--- src/design/smcd_pkg.sv ---
// ----------------------------------------------------------------------------
// smcd_pkg
// Shared types and constants of the serial memory command decoder.
// ----------------------------------------------------------------------------
package smcd_pkg;

    localparam int ADDR_BITS = 16;
    localparam longint MEM_DEPTH = 64'd1 << ADDR_BITS;

    localparam int FIFO_DEPTH = 3;
    localparam int FIFO_PTR_W = $clog2(FIFO_DEPTH);
    localparam int FIFO_CNT_W = $clog2(FIFO_DEPTH + 1);

    localparam logic [7:0] CMD_CONSOLE = 8'h01;
    localparam logic [7:0] CMD_FW_REQ  = 8'h02;
    localparam logic [7:0] CMD_WRITE   = 8'h03;
    localparam logic [7:0] CMD_READ    = 8'h04;
    localparam logic [7:0] RESP_HEADER = 8'h05;
    localparam logic [7:0] CMD_START   = 8'h20;

    localparam logic OP_RX_BYTE = 1'b0;
    localparam logic OP_TX_SLOT = 1'b1;

    typedef enum logic [2:0] {
        KIND_CONSOLE = 3'd0,
        KIND_FW_REQ  = 3'd1,
        KIND_RESP    = 3'd2,
        KIND_UNKNOWN = 3'd3,
        KIND_BUSY    = 3'd4
    } t_kind;

    typedef struct packed {
        t_kind      kind;
        logic [7:0] value;
        logic       last;
        logic       start_acked;
    } t_result;

endpackage

--- src/design/smcd_out_fifo.sv ---
// ----------------------------------------------------------------------------
// smcd_out_fifo
// Small result queue between the decode stage and the output channel.
// ----------------------------------------------------------------------------
module smcd_out_fifo (
    input  logic                           i_clk,
    input  logic                           i_rst_n,
    input  logic                           i_push,
    input  smcd_pkg::t_result              i_data,
    input  logic                           i_pop,
    output logic                           o_valid,
    output smcd_pkg::t_result              o_data,
    output logic [smcd_pkg::FIFO_CNT_W-1:0] o_count
);
    import smcd_pkg::*;

    t_result                 r_entry [FIFO_DEPTH];
    logic [FIFO_PTR_W-1:0]   r_wr_ptr;
    logic [FIFO_PTR_W-1:0]   r_rd_ptr;
    logic [FIFO_CNT_W-1:0]   r_count;
    logic [FIFO_PTR_W-1:0]   n_wr_ptr;
    logic [FIFO_PTR_W-1:0]   n_rd_ptr;
    logic [FIFO_CNT_W-1:0]   n_count;

    localparam logic [FIFO_PTR_W-1:0] PTR_LAST = FIFO_PTR_W'(FIFO_DEPTH - 1);

    always_comb begin
        n_wr_ptr = r_wr_ptr;
        n_rd_ptr = r_rd_ptr;
        n_count  = r_count;
        if (i_push) begin
            n_wr_ptr = (r_wr_ptr == PTR_LAST) ? '0 : r_wr_ptr + 1'b1;
        end
        if (i_pop) begin
            n_rd_ptr = (r_rd_ptr == PTR_LAST) ? '0 : r_rd_ptr + 1'b1;
        end
        if (i_push && !i_pop) begin
            n_count = r_count + 1'b1;
        end else if (!i_push && i_pop) begin
            n_count = r_count - 1'b1;
        end
    end

    always_ff @(posedge i_clk) begin
        if (!i_rst_n) begin
            r_wr_ptr <= '0;
            r_rd_ptr <= '0;
            r_count  <= '0;
        end else begin
            r_wr_ptr <= n_wr_ptr;
            r_rd_ptr <= n_rd_ptr;
            r_count  <= n_count;
        end
    end

    always_ff @(posedge i_clk) begin
        if (i_push) begin
            r_entry[r_wr_ptr] <= i_data;
        end
    end

    assign o_valid = (r_count != '0);
    assign o_data  = r_entry[r_rd_ptr];
    assign o_count = r_count;

endmodule

--- config.mk ---
export PLATFORM = sky130hd
export DESIGN_NAME = smcd_out_fifo
export DESIGN_NICKNAME = d
export VERILOG_FILES = /design/src/design/smcd_pkg.sv /design/src/design/smcd_out_fifo.sv
export SDC_FILE = /design/constraint.sdc
export NUM_CORES = 1
export LEC_CHECK = 0
export BUFFER_PORTS_ARGS = -buffer_cell sky130_fd_sc_hd__buf_2
export CAP_MARGIN = 20
export CORE_ASPECT_RATIO = 1.4
export CORE_MARGIN = 1.5
export CORE_UTILIZATION = 32
export DETAILED_ROUTE_END_ITERATION = 8
export GPL_TIMING_DRIVEN = 0
export PLACE_DENSITY = 0.63
export SLEW_MARGIN = 10
export SYNTH_ARGS = -nofsm -noshare
export SYNTH_HDL_FRONTEND = slang
export SYNTH_SLANG_ARGS = --single-unit
--- constraint.sdc ---
create_clock -name i_clk -period 1.5 [get_ports i_clk]
set_input_delay 0.225 -clock i_clk [delete_from_list [all_inputs] [get_ports i_clk]]
set_output_delay 0.225 -clock i_clk [all_outputs]
set_load 0.05 [all_outputs]
==> flow_metrics.tcl <==
set metrics [dict create \
    pin_count 33 \
    synth-seq-cells 47 \
    r2r_slack_ps 180 \
    drtAntennaViolNets 0 \
    fin_util_pct 45.52 \
    die_area_sq_um 5958 \
    clk_latency_ps 290 \
    avgSynthCellArea_sq_um 15.43 \
    drt-pass1-iter-count 4 \
    worstHoldPathType "in2reg" \
    path_cells "buf_12 -> mux2i_4 -> o21ai_2 -> buf_6" \
    cts_made_buffers 5 \
    syn_nets 132 \
    hold_buffers 0 \
    worstHoldPathCells 1 \
    rows 31 \
    min_period_ps 1531 \
    period_share_pct 102.0 \
    clockRootBuffer "clkbuf_8" \
    end_kind "primary output" \
    status "finished, violations left" \
    cp_slowest_stage_delay_ps 380 \
    cap_violations 0 \
    synth_top_area_share_pct 66.57 \
    drt-initial-drc-count 18 \
    timing.final.ws_setup_ps -30.50 \
    critPathMaxFanout 5 \
    register_area_sq_um 1339 \
    place.gp.congestion 0.6979 \
    irDropWorstVdd_mv 0.7456 \
    tns_ps -100.9 \
    multiInputGateArea_sq_um 515.5 \
    maxSlewViolCount 0 \
    fp.coreArea_sq_um 5236 \
    synth_cell_types 22 \
    synth.largest_area_cell "edfxtp_1" \
    p_leak_uw 0.0008459 \
    timing.fmax_mhz 653.4 \
    skew_ps 7.640 \
    dieWidth_um 65.67 \
    ys_async_sr_fraction_pct 0 \
    syn_area_sq_um 1759 \
    io_buffers 32 \
    grt_pass1_vias 1081 \
    violations "setup timing" \
    ys_seq_area_share_pct 75.68 \
    grt_first_pass_wirelength_mm 5.119 \
    cp-start-kind "flip-flop" \
    grt_util_all_layers_pct 11.61 \
    slowest_stage "dfxtp_4" \
    ys_top_cells_by_area "edfxtp_1 (67%), dfxtp_1 (9.1%), mux2i_1 (7.4%), o21ai_1 (3.4%), nand2_1 (3.4%)" \
    slew_headroom_pct 78.20 \
    synth_edf_count 39 \
    start_util_pct 33.60 \
    synth_most_common_cell "edfxtp_1" \
    worst-endpoint-arrival_ps 1310 \
    hold_viol 0 \
    synth_common_cells "edfxtp_1 (39), nand2_1 (16), mux2i_1 (13)" \
    area_delta_synth_final_pct 35.49 \
    num_vias 1041 \
    cp_num_cells 4 \
    ys_warn_count 0 \
    hold_ws_ps 136.4 \
    antenna_found_initial 0 \
    dp_hpwl_mm 2.211 \
    syn_inst 114 \
    diodes 0 \
    critical_path_required_ps 1270 \
    cp_top_family "flip-flops" \
    via_per_inst 4.668 \
    clk_pin_slew_ps 80 \
    cellPowerDensity_nw_per_um2 1170 \
    r2r.worst_path.cells 3 \
    cts_tree "built" \
    yosys_most_used_dff "edfxtp_1" \
    fill_cells 480 \
    remaining_drc_errors 0 \
    wl_mm 3.272 \
    rsz0062_at_grt "yes" \
    cp_num_buf_inv 2 \
    grt_max_degree 15 \
    criticalPathCategory "reg2out" \
    setup_violations 7 \
    grt_overflow 0 \
    drive_gt1_share_pct 44.59 \
    clk_path_buf_depth 2 \
    cts_htree_levels 2 \
    die_h_um 90.73 \
    routedWlPerCell_um 14.67 \
    clock-sinks 47 \
    finalNetCount 175 \
    tightest_slew_ps 326.7 \
]
## registers in the layout (all words and copies together), names as in the netlist, named ones only
name	count
r_wr_ptr	2
o_count	2
r_rd_ptr	2
r_entry	39
## stage by stage
stage                     total power [uW]  instances  worst slack, ps  area (sq um)
after detailed placement              2013        214           -205.1          2062
after CTS                             2771        223           -103.2          2297
final                                 2789        223           -30.50          2384
after floorplan                       1883        114           -13.45          1797
after global placement                1991        212           -236.9          2039
after global routing                  2898        223           -84.02          2384
## worst paths after layout
check | end | startpoint
worst max register to register | r_entry[1][8]$_DFFE_PP_ | r_wr_ptr[0]$_SDFFE_PN0P_
worst min register to register | flip-flop | r_rd_ptr[1]$_SDFFE_PN0P_
worst min-delay path | r_entry[0][12]$_DFFE_PP_ | i_data[12]
worst max-delay path | o_data[10] | flip-flop
## area by class of cell
class	count	area share, %
flip-flops and latches	47	56.17
multi-input cells	62	21.63
repair buffers	37	13.54
well taps	66	3.465
clock buffers	5	2.887
plain buffers	3	1.785
clock inverters	2	0.3675
inverters	1	0.1575
## layer usage
layer / GRT usage (%) / routed length (um) / up-vias
li1: - / - / 505
met1: 13.15 / 1248 / 502
met2: 20.12 / 1811 / 28
met3: 3.990 / 175 / 6
met4: 3.472 / 36 / 0
met5: 0 / 0 / -
## what timing repair did
| item | CTS | global route |
|---|---|---|
| buffers inserted | 1 | 1 |
| gates cloned | 1 | 0 |
| setup endpoints to repair | 27 | 33 |
| resized for setup | 38 | 18 |
| pin swaps | 10 | 8 |
## cell families after synthesis
family,Yosys count,share of synthesized area [%]
muxes,13,7.397
buffers and inverters,5,1.706
AOI/OAI and AO/OA,19,6.116
adders and majority gates,1,0.7111
xor gates and xnor gates,2,0.9959
and+or+nand+nor,27,7.398
DFF,47,75.68
## where the power goes
part	internal, uW	leakage [uW]	switching (uW)
combinational	237	0.000376	355
clock	310	0.0000414	363
sequential	1480	0.000428	43.6
total	2030	0.000846	761
## placed cells by master (no fill, tap or decap)
| master | netlist | final |
|---|---|---|
| or3_1 | 1 | 1 |
| buf_6 | 1 | 18 |
| ha_1 | 1 | 1 |
| dfxtp_1 | 8 | 6 |
| o21ai_1 | 12 | 2 |
| mux2i_4 | 0 | 4 |
| or2_1 | 1 | 1 |
| mux2i_2 | 0 | 4 |
| clkinv_2 | 0 | 1 |
| nand3b_1 | 1 | 1 |
| nor3b_4 | 0 | 1 |
| nor2b_1 | 3 | 3 |
| o21ai_0 | 2 | 1 |
| clkinv_1 | 0 | 1 |
| o21a_1 | 3 | 3 |
| buf_16 | 0 | 1 |
| nor3_1 | 1 | 1 |
| clkbuf_8 | 0 | 5 |
| nand2_1 | 16 | 16 |
| buf_2 | 3 | 19 |
| nor2_2 | 0 | 2 |
| and2_1 | 1 | 1 |
| xnor2_1 | 1 | 1 |
| mux2i_1 | 13 | 5 |
| inv_1 | 1 | 1 |
| dfxtp_4 | 0 | 2 |
| edfxtp_1 | 39 | 39 |
| a21boi_1 | 2 | 2 |
| buf_12 | 0 | 2 |
| xor2_1 | 1 | 1 |
| o21ai_2 | 0 | 11 |
(Power assumes the default switching activity.)
